<file path="config.mk">
export PLATFORM = sky130hd
export DESIGN_NAME = wdns_front
export DESIGN_NICKNAME = d
export VERILOG_FILES = /design/src/rtl/assert_macros.svh /design/src/rtl/wdns_pkg.sv /design/src/rtl/wdns_front.sv
export SDC_FILE = /design/constraint.sdc
export NUM_CORES = 1
export LEC_CHECK = 0
export BUFFER_PORTS_ARGS = -buffer_cell sky130_fd_sc_hd__clkbuf_2
export CORE_UTILIZATION = 42
export CTS_CLUSTER_DIAMETER = 50
export DETAILED_ROUTE_END_ITERATION = 8
export GPL_TIMING_DRIVEN = 1
export PLACE_DENSITY = 0.79
export SYNTH_ARGS = -nofsm -noshare
export SYNTH_HDL_FRONTEND = slang
export SYNTH_SLANG_ARGS = --single-unit
export TNS_END_PERCENT = 100
</file>
<file path="constraint.sdc">
create_clock -name clk -period 7.2 [get_ports clk]
set_input_delay 0.36 -clock clk [delete_from_list [all_inputs] [get_ports clk]]
set_output_delay 0.36 -clock clk [all_outputs]
set_load 0.05 [all_outputs]
</file>
<file path="src/rtl/assert_macros.svh">
// ---------------------------------------------------------------------------
// Assertion macros
// Shared concurrent assertion forms for the RTL.
// ---------------------------------------------------------------------------
`ifndef ASSERT_MACROS_SVH
`define ASSERT_MACROS_SVH

// Implication that is checked outside reset.
`define ASSERT_IMPLY(label, clk, rst, ante, cons) \
  label: assert property (@(posedge clk) disable iff (rst) (ante) |-> (cons)) \
    else $error("assertion failed");

// Implication whose consequent is checked in the cycle after the antecedent, outside reset.
`define ASSERT_NEXT(label, clk, rst, ante, cons) \
  label: assert property (@(posedge clk) disable iff (rst) (ante) |=> (cons)) \
    else $error("assertion failed");

`endif

</file>
<file path="src/rtl/wdns_pkg.sv">
// ---------------------------------------------------------------------------
// Wave dispersion solver package
// Shared types, constants and arithmetic helpers.
// ---------------------------------------------------------------------------
package wdns_pkg;

  localparam int unsigned MaxIterationsDefault = 32;
  localparam logic [31:0] GravityReset = 32'd164584406;
  localparam logic [31:0] DepthReset   = 32'd104857600;
  localparam logic [63:0] OneQ32       = 64'h1_0000_0000;
  localparam logic [63:0] Ln2Q32       = 64'd2977044472;
  localparam logic [63:0] ExpZeroY     = Ln2Q32 * 64'd63;
  localparam logic [63:0] KdMax        = 64'd50 << 44;
  localparam logic [63:0] CMax         = 64'hFF_FFFF_FFFF;
  localparam int unsigned TaylorTerms  = 13;

  typedef enum logic [2:0] {
    REASON_CONVERGED = 3'd0,
    REASON_LIMIT     = 3'd1,
    REASON_TINY      = 3'd2,
    REASON_INVALID   = 3'd3,
    REASON_TRIVIAL   = 3'd4
  } reason_t;

  typedef enum logic [0:0] {
    ADDR_GRAVITY = 1'b0,
    ADDR_DEPTH   = 1'b1
  } reg_addr_t;

  typedef enum logic [4:0] {
    S_IDLE, S_SQ, S_CDIV, S_CWAIT, S_K0, S_KD, S_Y, S_RED, S_TAY, S_TQ,
    S_SHIFT, S_TH, S_THWAIT, S_TT, S_S, S_KT, S_DF, S_DF2, S_DDIV, S_DWAIT,
    S_UPD, S_OUT
  } engine_state_t;

  // Classified job handed from the front end to the Newton engine.
  typedef struct packed {
    logic        trivial;
    logic [31:0] omega;
    logic [31:0] gravity;
    logic [31:0] depth;
  } job_t;

  typedef struct packed {
    logic [31:0] wavenumber;
    logic [5:0]  steps_used;
    reason_t     stop_reason;
  } result_t;

  // ceil(2^36 / i) for the Taylor term division; exact for 32-bit dividends.
  function automatic logic [35:0] taylor_recip(input logic [3:0] idx);
    logic [35:0] m;
    unique case (idx)
      4'd2:    m = 36'd34359738368;
      4'd3:    m = 36'd22906492246;
      4'd4:    m = 36'd17179869184;
      4'd5:    m = 36'd13743895348;
      4'd6:    m = 36'd11453246123;
      4'd7:    m = 36'd9817068106;
      4'd8:    m = 36'd8589934592;
      4'd9:    m = 36'd7635497416;
      4'd10:   m = 36'd6871947674;
      4'd11:   m = 36'd6247225158;
      4'd12:   m = 36'd5726623062;
      4'd13:   m = 36'd5286113596;
      default: m = '0;
    endcase
    return m;
  endfunction
endpackage

</file>
<file path="src/rtl/wdns_front.sv">
// ---------------------------------------------------------------------------
// Solver front end
// Accepts a frequency, snapshots configuration and queues the job.
// ---------------------------------------------------------------------------
module wdns_front
  import wdns_pkg::*;
(
  input  logic        clk,
  input  logic        rst,
  input  logic        start,
  input  logic [31:0] omega,
  input  logic [31:0] gravity,
  input  logic [31:0] depth,
  output logic        q_valid,
  output job_t        q_job,
  input  logic        q_pop
);
  job_t job;
  logic full;
  logic accept;

  assign accept  = start && !full;
  assign q_valid = full;
  assign q_job   = job;

  always_ff @(posedge clk) begin
    if (rst) begin
      full <= 1'b0;
    end else if (accept) begin
      full <= 1'b1;
    end else if (q_pop) begin
      full <= 1'b0;
    end
  end

  always_ff @(posedge clk) begin
    if (accept) begin
      job.trivial   <= (omega == 32'd0) || (gravity == 32'd0);
      job.omega     <= omega;
      job.gravity   <= gravity;
      job.depth     <= depth;
    end
  end
endmodule

</file>
==> impl_metrics.sql, run 1 <==
INSERT INTO impl_metrics (metric_group, metric, value, unit) VALUES
('placed_design', 'placed_cells_incl_taps', '416', ''),
('timing', 'grt_setup_unrepaired', 'false', ''),
('placed_design', 'detailed_place_hpwl', '5760', 'µm'),
('drt', 'post_drt_wl_per_cell', '17.1', 'µm'),
('clock_tree', 'cts.repair_timing.setup_buffer_count', '0', ''),
('drt', 'route.vias.total', '2035', ''),
('finish', 'final_common_cell', 'clkbuf_2', ''),
('finish', 'finalInstanceArea', '0.00441', 'mm²'),
('finish', 'post_route_cells_drive_above_1_share', '0.640', ''),
('finish', 'final_cells', '432', ''),
('grt', 'grt-ovfl-total', '0', ''),
('timing', 'finalMaxSlewViolations', '0', ''),
('grt', 'first_global_vias', '1931', ''),
('die', 'area_of_the_die', '0.00770', 'mm²'),
('drt', 'ant_nets', '0', ''),
('worst_setup_path', 'timing.critical_path.cells', 'nor2b_4, buf_4', ''),
('outcome', 'status', 'finished, final reports clean', ''),
('worst_setup_path', 'timing.critical_path.arrival', '1770', 'ps'),
('yosys', 'synth.distinct_cells', '9', ''),
('worst_setup_path', 'setup.worst_path.start_class', 'flop', ''),
('timing', 'layout_worst_path_cycle_share', '0.250', ''),
('drt', 'dr_drc_count', '0', ''),
('yosys', 'yosysWarnings', '0', ''),
('finish', 'fillerInstances', '517', ''),
('clock_tree', 'later_pin_clock_latency_in_the_skew_report', '350', 'ps'),
('yosys', 'synthesis.instances', '122', ''),
('yosys', 'synthesis.area', '0.00309', 'mm²'),
('worst_setup_path', 'critical_path.n_buffers_inverters', '1', ''),
('worst_setup_path', 'cp_slowest_cell', 'buf_4', ''),
('worst_setup_path', 'worstPathMaxFanout', '97', ''),
('clock_tree', 'tritoncts', 'done', ''),
('die', 'die_extent_in_x', '87.7', 'µm'),
('yosys', 'synth.top_cells.by_area', 'edfxtp_1 (94%), nor4_1 (3.0%), nand4_1 (0.81%)', ''),
('timing', 'final.setup_skew', '5.66', 'ps'),
('timing', 'finalCriticalPeriod', '1800', 'ps'),
('timing', 'max_slew_margin', '0.209', ''),
('finish', 'final_net_count', '431', ''),
('die', 'placementRows', '30', ''),
('timing', 'postLayoutSetupSlackWorst', '5400', 'ps'),
('worst_setup_path', 'path_class', 'reg2reg', ''),
('finish', 'mostFrequentLayoutCells', 'clkbuf_2 (197), edfxtp_1 (97), nor4_1 (15)', ''),
('grt', 'initial_antenna_violation_count', '0', ''),
('placed_design', 'placed_area', '0.00421', 'mm²'),
('grt', 'maximum_number_of_pins_on_one_net_before_global_route_repair', '98', ''),
('clock_tree', 'clk_transition_reported_paths', '90', 'ps'),
('drt', 'avgViaCountPerCell', '4.71', ''),
('timing', 'fin_tns_setup', '0', 'ps'),
('placed_design', 'place.gp.congestion', '0.817', ''),
('die', 'die_h', '87.7', 'µm'),
('finish', 'area_of_the_multi_input_gates', '163', 'µm²'),
('worst_setup_path', 'crit_path_max_incr_delay', '850', 'ps'),
('pwr', 'pwr_density_cell', '279', 'mW/mm²'),
('yosys', 'synth.avg_cell_area', '25.3', 'µm²'),
('die', 'io_pins', '198', ''),
('worst_setup_path', 'required', '7170', 'ps'),
('yosys', 'yosysTopAreaCell', 'edfxtp_1', ''),
('drt', 'drt_pass1_iterations', '4', ''),
('pwr', 'maximum_vdd_drop', '0.115', 'mV'),
('pwr', 'leakage', '1.88', 'nW'),
('timing', 'min_hold_slack', '166', 'ps'),
('finish', 'syn2layout_area_growth', '42.8', '%'),
('clock_tree', 'cts-buffers-inserted', '9', ''),
('yosys', 'postSynthNetCount', '222', ''),
('clock_tree', 'clock_sinks', '98', ''),
('timing', 'setup_viol', '0', ''),
('finish', 'antennaDiodeCount', '0', ''),
('worst_setup_path', 'cp-end-kind', 'flop', ''),
('clock_tree', 'cts.root.buffer_cell', 'clkbuf_8', ''),
('worst_setup_path', 'path_delay_family', 'buffers and inverters', ''),
('grt', 'grt_pass1_wl', '10200', 'µm'),
('finish', 'seqCellArea', '0.00293', 'mm²');
==> routing by layer <==
metal / global-route usage / vias up / part of all wire
met5: 0 / - / 0
met4: 0.0700 / 0 / 0.013
met3: 0.0622 / 12 / 0.096
met2: 0.350 / 103 / 0.56
met1: 0.190 / 983 / 0.33
li1: - / 937 / -
==> worst reg2reg max path: cells and delay by family (launching register included) <==
family | cells | cell delay, ps
DFF | 1 | 360
and+or+nand+nor | 1 | 110
buffers and inverters | 1 | 850
==> cell families (layout without fill, tap and decap cells) <==
logic type / after synthesis / count (layout) / synth area share
AOI/OAI and AO/OA: 2 / 2 / 0.00446
buffers and inverters: 0 / 214 / 0
DFF: 98 / 98 / 0.950
and+or+nand+nor: 22 / 22 / 0.0458
==> sequential cells by signal, summed over array words and instances, names as in the netlist <==
signal	cells
q_valid	1
q_job	97
==> cells in the mapped netlist (all sizes together) <==
cell / count
nor2b: 1
o22ai: 1
edfxtp: 97
dfxtp: 1
nor4: 16
a211oi: 1
nand4: 4
nor2: 1
==> power by group <==
| group | switching [mW] | internal, mW |
|---|---|---|
| combinational | 0.156 | 0.0413 |
| sequential | 0.00909 | 0.669 |
| clock | 0.190 | 0.165 |
==> layout make-up <==
class,instances,area share
sequential,98,0.665
timing repair buffer,198,0.225
multi-input combinational,24,0.0369
clock buffer,10,0.0289
tap,96,0.0272
clock inverter,6,0.0167
==> path summary, 6_finish.rpt <==
check	depth (start not counted)	slack [ps]	end	start
worst min register to register	1	550	q_valid	q_valid
worst min-delay path	2	170	q_valid	rst
worst max-delay path	2	5400	q_job[96]	q_valid
worst max register to register	2	5400	q_job[96]	q_valid
Power figures use the tool's default switching activity.
==> inputs of run 2 (changes only) <==
--- a/config.mk
+++ b/config.mk
@@ -5,12 +5,13 @@
 export SDC_FILE = /design/constraint.sdc
 export NUM_CORES = 1
 export LEC_CHECK = 0
+export ABC_AREA = 1
 export BUFFER_PORTS_ARGS = -buffer_cell sky130_fd_sc_hd__clkbuf_2
-export CORE_UTILIZATION = 42
+export CORE_UTILIZATION = 43
 export CTS_CLUSTER_DIAMETER = 50
 export DETAILED_ROUTE_END_ITERATION = 8
 export GPL_TIMING_DRIVEN = 1
-export PLACE_DENSITY = 0.79
+export PLACE_DENSITY = 0.8
 export SYNTH_ARGS = -nofsm -noshare
 export SYNTH_HDL_FRONTEND = slang
 export SYNTH_SLANG_ARGS = --single-unit
==> constraint.sdc (replaced) <==
create_clock -name clk -period 1.85 [get_ports clk]
set_input_delay 0.0925 -clock clk [delete_from_list [all_inputs] [get_ports clk]]
set_output_delay 0.0925 -clock clk [all_outputs]
set_load 0.05 [all_outputs]
==> impl_metrics.sql, run 2 <==
INSERT INTO impl_metrics (metric_group, metric, value, unit) VALUES
('die', 'core_area', '0.00729', 'mm²'),
('finish', 'mostFrequentLayoutCells', 'clkbuf_2 (197), dlygate4sd3_1 (98), edfxtp_1 (97)', ''),
('placed_design', 'io_buffers', '197', ''),
('finish', 'final_net_count', '588', ''),
('grt', 'grt-ovfl-total', '0', ''),
('drt', 'totalWireLength', '9240', 'µm'),
('clock_tree', 'cts.root.buffer_cell', 'clkbuf_8', ''),
('timing', 'finalCriticalPeriod', '1670', 'ps'),
('pwr', 'p_sw', '1.47', 'mW'),
('placed_design', 'place.gp.congestion', '0.765', ''),
('timing', 'layout_worst_path_cycle_share', '0.904', ''),
('flow_run', 'max-cap-violations', '0', ''),
('drt', 'route.vias.total', '2646', ''),
('grt', 'initial_antenna_violation_count', '0', ''),
('outcome', 'status', 'finished, final reports clean', ''),
('yosys', 'yosys.area_share.xor_xnor', '0', ''),
('worst_setup_path', 'launching_instance_or_port_of_the_critical_path', 'q_valid', ''),
('finish', 'final_common_cell', 'clkbuf_2', ''),
('grt', 'first_global_vias', '2743', ''),
('yosys', 'postSynthNetCount', '281', ''),
('yosys', 'yosysWarnings', '0', ''),
('yosys', 'post_synth_edffs', '97', ''),
('grt', 'maximum_number_of_pins_on_one_net_before_global_route_repair', '99', ''),
('placed_design', 'placed_area', '0.00442', 'mm²'),
('pwr', 'power.share.sequential', '0.524', ''),
('finish', 'post_route_cells_drive_above_1_share', '0.442', ''),
('clock_tree', 'cts_max_level', '3', ''),
('timing', 'grt_setup_unrepaired', 'false', ''),
('yosys', 'post_synth_fa_ha_maj_area_fraction', '0', ''),
('finish', 'antennaDiodeCount', '0', ''),
('pwr', 'finalPower', '5.04', 'mW'),
('pwr', 'pwr_density_cell', '898', 'mW/mm²'),
('worst_setup_path', 'timing.critical_path.arrival', '1970', 'ps'),
('clock_tree', 'cts-buffers-inserted', '9', ''),
('pwr', 'sw_frac_of_total', '0.292', ''),
('grt', 'grt.total_usage', '0.227', ''),
('timing', 'fmax', '598', 'MHz'),
('die', 'die_extent_in_x', '89.3', 'µm'),
('clock_tree', 'tritoncts', 'done', ''),
('worst_setup_path', 'required', '2150', 'ps'),
('die', 'die_h', '89.3', 'µm'),
('yosys', 'synth.distinct_cells', '10', ''),
('die', 'io_pins', '198', ''),
('worst_setup_path', 'cp-end-kind', 'flop', ''),
('timing', 'final.setup_skew', '10.7', 'ps'),
('worst_setup_path', 'worstReg2RegEnd', 'q_valid', ''),
('timing', 'hold_violations', '0', ''),
('worst_setup_path', 'worstReg2RegStart', 'q_valid', ''),
('yosys', 'fraction_of_the_mapped_netlist_area_in_simple_logic_gates', '0.0764', ''),
('die', 'floorplan.initialDensity', '0.449', ''),
('timing', 'fin_tns_setup', '0', 'ps'),
('worst_hold_path', 'timing.hold.worst_path_depth', '4', ''),
('yosys', 'async_reset_ff_frac', '0', ''),
('clock_tree', 'clock_sinks', '98', ''),
('pwr', 'power.share.clock', '0.282', ''),
('yosys', 'synth.avg_cell_area', '18.1', 'µm²'),
('drt', 'drt_first_iter_violations', '126', ''),
('pwr', 'power_report.internal_total', '3.56', 'mW'),
('grt', 'grt_pass1_wl', '12900', 'µm'),
('placed_design', 'placed_cells_incl_taps', '478', ''),
('die', 'area_of_the_die', '0.00797', 'mm²'),
('clock_tree', 'later_pin_clock_latency_in_the_skew_report', '350', 'ps'),
('pwr', 'leakage', '2.52', 'nW'),
('timing', 'timing_worst_slew_pin_value', '523', 'ps'),
('yosys', 'synth.top_cells.by_area', 'edfxtp_1 (89%), nor2_1 (3.6%), inv_1 (2.6%)', ''),
('clock_tree', 'clk_transition_reported_paths', '100', 'ps'),
('timing', 'finalMaxSlewViolations', '0', ''),
('finish', 'final_cells', '592', ''),
('worst_hold_path', 'hold_path_end', 'q_job[65]', ''),
('finish', 'fillerInstances', '453', ''),
('clock_tree', 'cts.repair_timing.setup_buffer_count', '0', ''),
('finish', 'finalInstanceArea', '0.00561', 'mm²'),
('worst_setup_path', 'crit_path_max_incr_delay', '540', 'ps'),
('yosys', 'synth_top_cells_by_count', 'edfxtp_1 (97), nor2_1 (31), inv_1 (23)', ''),
('timing', 'max_slew_margin', '0.651', ''),
('yosys', 'synthesis.instances', '181', ''),
('pwr', 'fraction_of_power_consumed_by_combinational_cells', '0.194', ''),
('yosys', 'postSynth.topFlopCell', 'edfxtp_1', ''),
('worst_setup_path', 'cp_slowest_cell', 'dlygate4sd3_1', ''),
('worst_setup_path', 'path_class', 'reg2reg', ''),
('worst_setup_path', 'r2r_cells', '5', ''),
('clock_tree', 'clockBufferDepth', '2', ''),
('drt', 'post_drt_wl_per_cell', '15.6', 'µm'),
('yosys', 'synth-compound-area-share', '0.00153', ''),
('worst_setup_path', 'timing.critical_path.cells', 'nor2_4, buf_12, inv_1, a21oi_1, dlygate4sd3_1', ''),
('die', 'placementRows', '31', ''),
('drt', 'avgViaCountPerCell', '4.47', ''),
('worst_setup_path', 'worstPathMaxFanout', '98', ''),
('timing', 'setup_viol', '0', ''),
('yosys', 'synth_top_family_by_area', 'simple AND/OR/NAND/NOR gates', ''),
('pwr', 'maximum_vdd_drop', '0.703', 'mV'),
('yosys', 'yosysTopAreaCell', 'edfxtp_1', ''),
('drt', 'ant_nets', '0', ''),
('worst_hold_path', 'holdCritPathClass', 'in2reg', ''),
('yosys', 'synthMuxAreaShare', '0', ''),
('yosys', 'synthesis.area', '0.00327', 'mm²'),
('drt', 'drt_pass1_iterations', '4', ''),
('worst_hold_path', 'hold_path_startpoint', 'start', ''),
('yosys', 'synth.yosys.seq_area_share', '0.896', ''),
('yosys', 'yosys.area.top_type_share', '0.890', ''),
('worst_setup_path', 'timing.reg2reg.setup_slack', '180', 'ps'),
('yosys', 'synthMostInstantiatedCell', 'edfxtp_1', ''),
('timing', 'min_hold_slack', '395', 'ps'),
('finish', 'syn2layout_area_growth', '71.3', '%'),
('placed_design', 'detailed_place_hpwl', '5160', 'µm'),
('yosys', 'yosys_register_bits', '98', ''),
('worst_setup_path', 'setup.worst_path.start_class', 'flop', ''),
('finish', 'largest_register_ff_count', '97', ''),
('drt', 'dr_drc_count', '0', '');
-- run 2: power groups by stage --
stage / clock [mW] / sequential [mW] / combinational (mW)
3_3_place_gp: 0 / 2.68 / 0.781
5_1_grt: 1.53 / 2.65 / 1.02
3_5_place_dp: 0 / 2.69 / 0.794
2_1_floorplan: 0 / 3.15 / 0.0739
4_1_cts: 1.45 / 2.64 / 0.962
6_report: 1.42 / 2.64 / 0.975
-- run 2: routing by layer --
layer	global-route usage	routed length, µm
met5	0	0
met3	0.0637	770
met1	0.224	3140
met2	0.437	5080
met4	0.0996	244
-- run 2: kinds of logic (layout without fill, tap and decap cells) --
logic type             Yosys count  count (layout)
DFF                             98              98
and+or+nand+nor                 59              59
buffers and inverters           23             335
AOI/OAI and AO/OA                1               1
-- run 2: worst max-delay path by stage --
stage / end / slack [ps]
5_1_grt: q_valid / 30
3_3_place_gp: q_job[41] / 620
2_1_floorplan: q_job[0] / -420
3_5_place_dp: q_job[41] / 600
6_report: q_valid / 180
4_1_cts: q_valid / 130
-- run 2: worst max-delay path, delay by kind of cell, from the launching register on --
kind | cells | cell delay, ps
buffers and inverters | 3 | 1020
DFF | 1 | 370
AOI/OAI and AO/OA | 1 | 120
and+or+nand+nor | 1 | 90
-- run 2: what timing repair did --
item | in CTS | in global routing
hold buffers | 98 | 0
hold endpoints to repair | 97 | 0
resized for setup | 0 | 0
-- run 2: cell type report --
cell class,count,area [µm²],share of cell area
well taps,99,124,0.0221
multi-input cells,60,263,0.0469
inverters,23,86.3,0.0154
clock buffers,9,124,0.0221
flip-flops and latches,98,2940,0.524
clock inverters,7,87.6,0.0156
repair buffers,296,1990,0.354
-- run 2: stage by stage --
stage | setup slack, ps | utilization
finish | 177 | 0.769
global route | 28.5 | 0.769
CTS | 134 | 0.769
detailed placement | 596 | 0.606
global placement | 623 | 0.606
floorplan | -420 | -
==> inputs of run 3 (changes only) <==
--- a/config.mk
+++ b/config.mk
@@ -11,7 +11,7 @@
 export CTS_CLUSTER_DIAMETER = 50
 export DETAILED_ROUTE_END_ITERATION = 8
 export GPL_TIMING_DRIVEN = 1
-export PLACE_DENSITY = 0.8
+export PLACE_DENSITY = 0.81
 export SYNTH_ARGS = -nofsm -noshare
 export SYNTH_HDL_FRONTEND = slang
 export SYNTH_SLANG_ARGS = --single-unit
==> impl_metrics.sql, run 3 (synthesized netlist as in run 2, its figures left out) <==
INSERT INTO impl_metrics (metric_group, metric, value, unit) VALUES
('outcome', 'status', 'finished, final reports clean', ''),
('clock_tree', 'post_cts_resized', '0', ''),
('worst_hold_path', 'holdCritPathClass', 'in2reg', ''),
('die', 'floorplan.initialDensity', '0.449', ''),
('worst_setup_path', 'crit_path_max_incr_delay', '550', 'ps'),
('die', 'die_h', '89.3', 'µm'),
('clock_tree', 'tritoncts', 'done', ''),
('flow_run', 'max-cap-violations', '0', ''),
('timing', 'finalCriticalPeriod', '1570', 'ps'),
('drt', 'ant_nets', '0', ''),
('clock_tree', 'clockBufferDepth', '2', ''),
('clock_tree', 'cts-buffers-inserted', '9', ''),
('pwr', 'pwr_density_cell', '912', 'mW/mm²'),
('finish', 'antennaDiodeCount', '0', ''),
('die', 'area_of_the_die', '0.00797', 'mm²'),
('drt', 'post_drt_wl_per_cell', '15.9', 'µm'),
('timing', 'min_hold_slack', '332', 'ps'),
('timing', 'hold_violations', '0', ''),
('clock_tree', 'cts_hold_buffers', '98', ''),
('drt', 'dr_drc_count', '0', ''),
('placed_design', 'place.gp.congestion', '0.723', ''),
('finish', 'mostFrequentLayoutCells', 'clkbuf_2 (197), dlygate4sd3_1 (98), edfxtp_1 (97)', ''),
('grt', 'grt-ovfl-total', '0', ''),
('worst_hold_path', 'hold_path_end', 'q_job[84]', ''),
('worst_setup_path', 'worstReg2RegEnd', 'q_valid', ''),
('worst_setup_path', 'setup.worst_path.start_class', 'flop', ''),
('die', 'io_pins', '198', ''),
('timing', 'max_slew_margin', '0.798', ''),
('finish', 'largest_register_ff_count', '97', ''),
('worst_setup_path', 'timing.reg2reg.setup_slack', '280', 'ps'),
('worst_setup_path', 'timing.critical_path.cells', 'nor2_4, buf_12, inv_1, a21oi_1, dlygate4sd3_1', ''),
('grt', 'initial_antenna_violation_count', '0', ''),
('grt', 'grt_pass1_wl', '13200', 'µm'),
('grt', 'grt.total_usage', '0.235', ''),
('pwr', 'finalPower', '5.14', 'mW'),
('drt', 'route.vias.total', '2683', ''),
('die', 'die_extent_in_x', '89.3', 'µm'),
('worst_setup_path', 'worstReg2RegStart', 'q_valid', ''),
('worst_setup_path', 'r2r_cells', '5', ''),
('finish', 'final_common_cell', 'clkbuf_2', ''),
('timing', 'timing_worst_slew_pin_value', '304', 'ps'),
('grt', 'first_global_vias', '2841', ''),
('die', 'placementRows', '31', ''),
('worst_hold_path', 'timing.hold.worst_path_depth', '4', ''),
('clock_tree', 'cts_max_level', '3', ''),
('worst_setup_path', 'timing.critical_path.arrival', '1860', 'ps'),
('pwr', 'leakage', '2.53', 'nW'),
('finish', 'syn2layout_area_growth', '72.2', '%'),
('drt', 'avgViaCountPerCell', '4.52', ''),
('finish', 'fin_util', '0.773', ''),
('worst_setup_path', 'path_class', 'reg2reg', ''),
('clock_tree', 'later_pin_clock_latency_in_the_skew_report', '340', 'ps'),
('worst_setup_path', 'worstPathMaxFanout', '46', ''),
('drt', 'totalWireLength', '9400', 'µm'),
('grt', 'maximum_number_of_pins_on_one_net_before_global_route_repair', '53', ''),
('timing', 'fmax', '636', 'MHz'),
('worst_setup_path', 'cp-end-kind', 'flop', ''),
('finish', 'fillerInstances', '447', ''),
('timing', 'fin_tns_setup', '0', 'ps'),
('timing', 'layout_worst_path_cycle_share', '0.850', ''),
('die', 'core_area', '0.00729', 'mm²'),
('placed_design', 'detailed_place_hpwl', '5330', 'µm'),
('drt', 'drt_pass1_iterations', '4', ''),
('timing', 'setup_viol', '0', ''),
('clock_tree', 'cts.repair_timing.setup_buffer_count', '0', ''),
('clock_tree', 'clk_transition_reported_paths', '90', 'ps'),
('finish', 'post_route_cells_drive_above_1_share', '0.443', ''),
('timing', 'finalMaxSlewViolations', '0', ''),
('worst_setup_path', 'path_delay_family', 'buffers and inverters', ''),
('worst_hold_path', 'hold_path_startpoint', 'start', ''),
('placed_design', 'io_buffers', '197', ''),
('timing', 'grt_setup_unrepaired', 'false', ''),
('worst_setup_path', 'cp_slowest_cell', 'dlygate4sd3_1', ''),
('worst_setup_path', 'required', '2140', 'ps'),
('pwr', 'maximum_vdd_drop', '0.546', 'mV'),
('clock_tree', 'clock_sinks', '98', ''),
('worst_setup_path', 'critical_path.n_buffers_inverters', '3', ''),
('timing', 'final.setup_skew', '9.49', 'ps'),
('clock_tree', 'cts.root.buffer_cell', 'clkbuf_8', ''),
('finish', 'area_of_the_multi_input_gates', '263', 'µm²'),
('finish', 'final_net_count', '589', ''),
('drt', 'drt_first_iter_violations', '85', ''),
('finish', 'seqCellArea', '0.00294', 'mm²');
-- run 3: cell count changes in the layout (fill, tap and decap cells not counted), sizes merged --
cell,change
inv,+1
clkinv,-3
bufinv,+1
buf,+1
clkinvlp,+1
-- run 3: where the power goes --
part,switching (mW),internal (mW)
sequential,0.0421,2.60
clock,0.742,0.774
combinational,0.669,0.315
-- run 3: metrics by stage --
stage	worst slack [ps]	instance area, µm²	cells
2_1_floorplan	-420	3290	181
3_3_place_gp	761	4440	479
3_5_place_dp	736	4440	479
4_1_cts	271	5640	593
5_1_grt	181	5640	593
6_report	278	5640	593
-- run 3: worst max-delay path by stage --
stage | cells after the start | from | to | slack, ps
floorplan | 1 | q_valid | q_job[0] | -420
global placement | 2 | q_valid | q_job[17] | 760
detailed placement | 2 | q_valid | q_job[18] | 740
CTS | 5 | q_valid | q_valid | 270
global route | 5 | q_valid | q_valid | 180
finish | 5 | q_valid | q_valid | 280
-- run 3: cell type report --
class / instances / area share
inverters: 23 / 0.0153
multi-input cells: 60 / 0.0466
clock inverters: 7 / 0.0175
clock buffers: 9 / 0.0220
flip-flops and latches: 98 / 0.521
well taps: 99 / 0.0220
repair buffers: 297 / 0.356
-- run 3: worst min-delay path, stage by stage --
cell and delay, ps:
clkbuf_2 80, inv_1 80, nor2_4 60, buf_12 180
-- run 3: metal layers --
metal / track usage / wire, µm
met5: 0 / 0
met4: 0.0895 / 206
met3: 0.0813 / 768
met2: 0.466 / 5300
met1: 0.216 / 3130
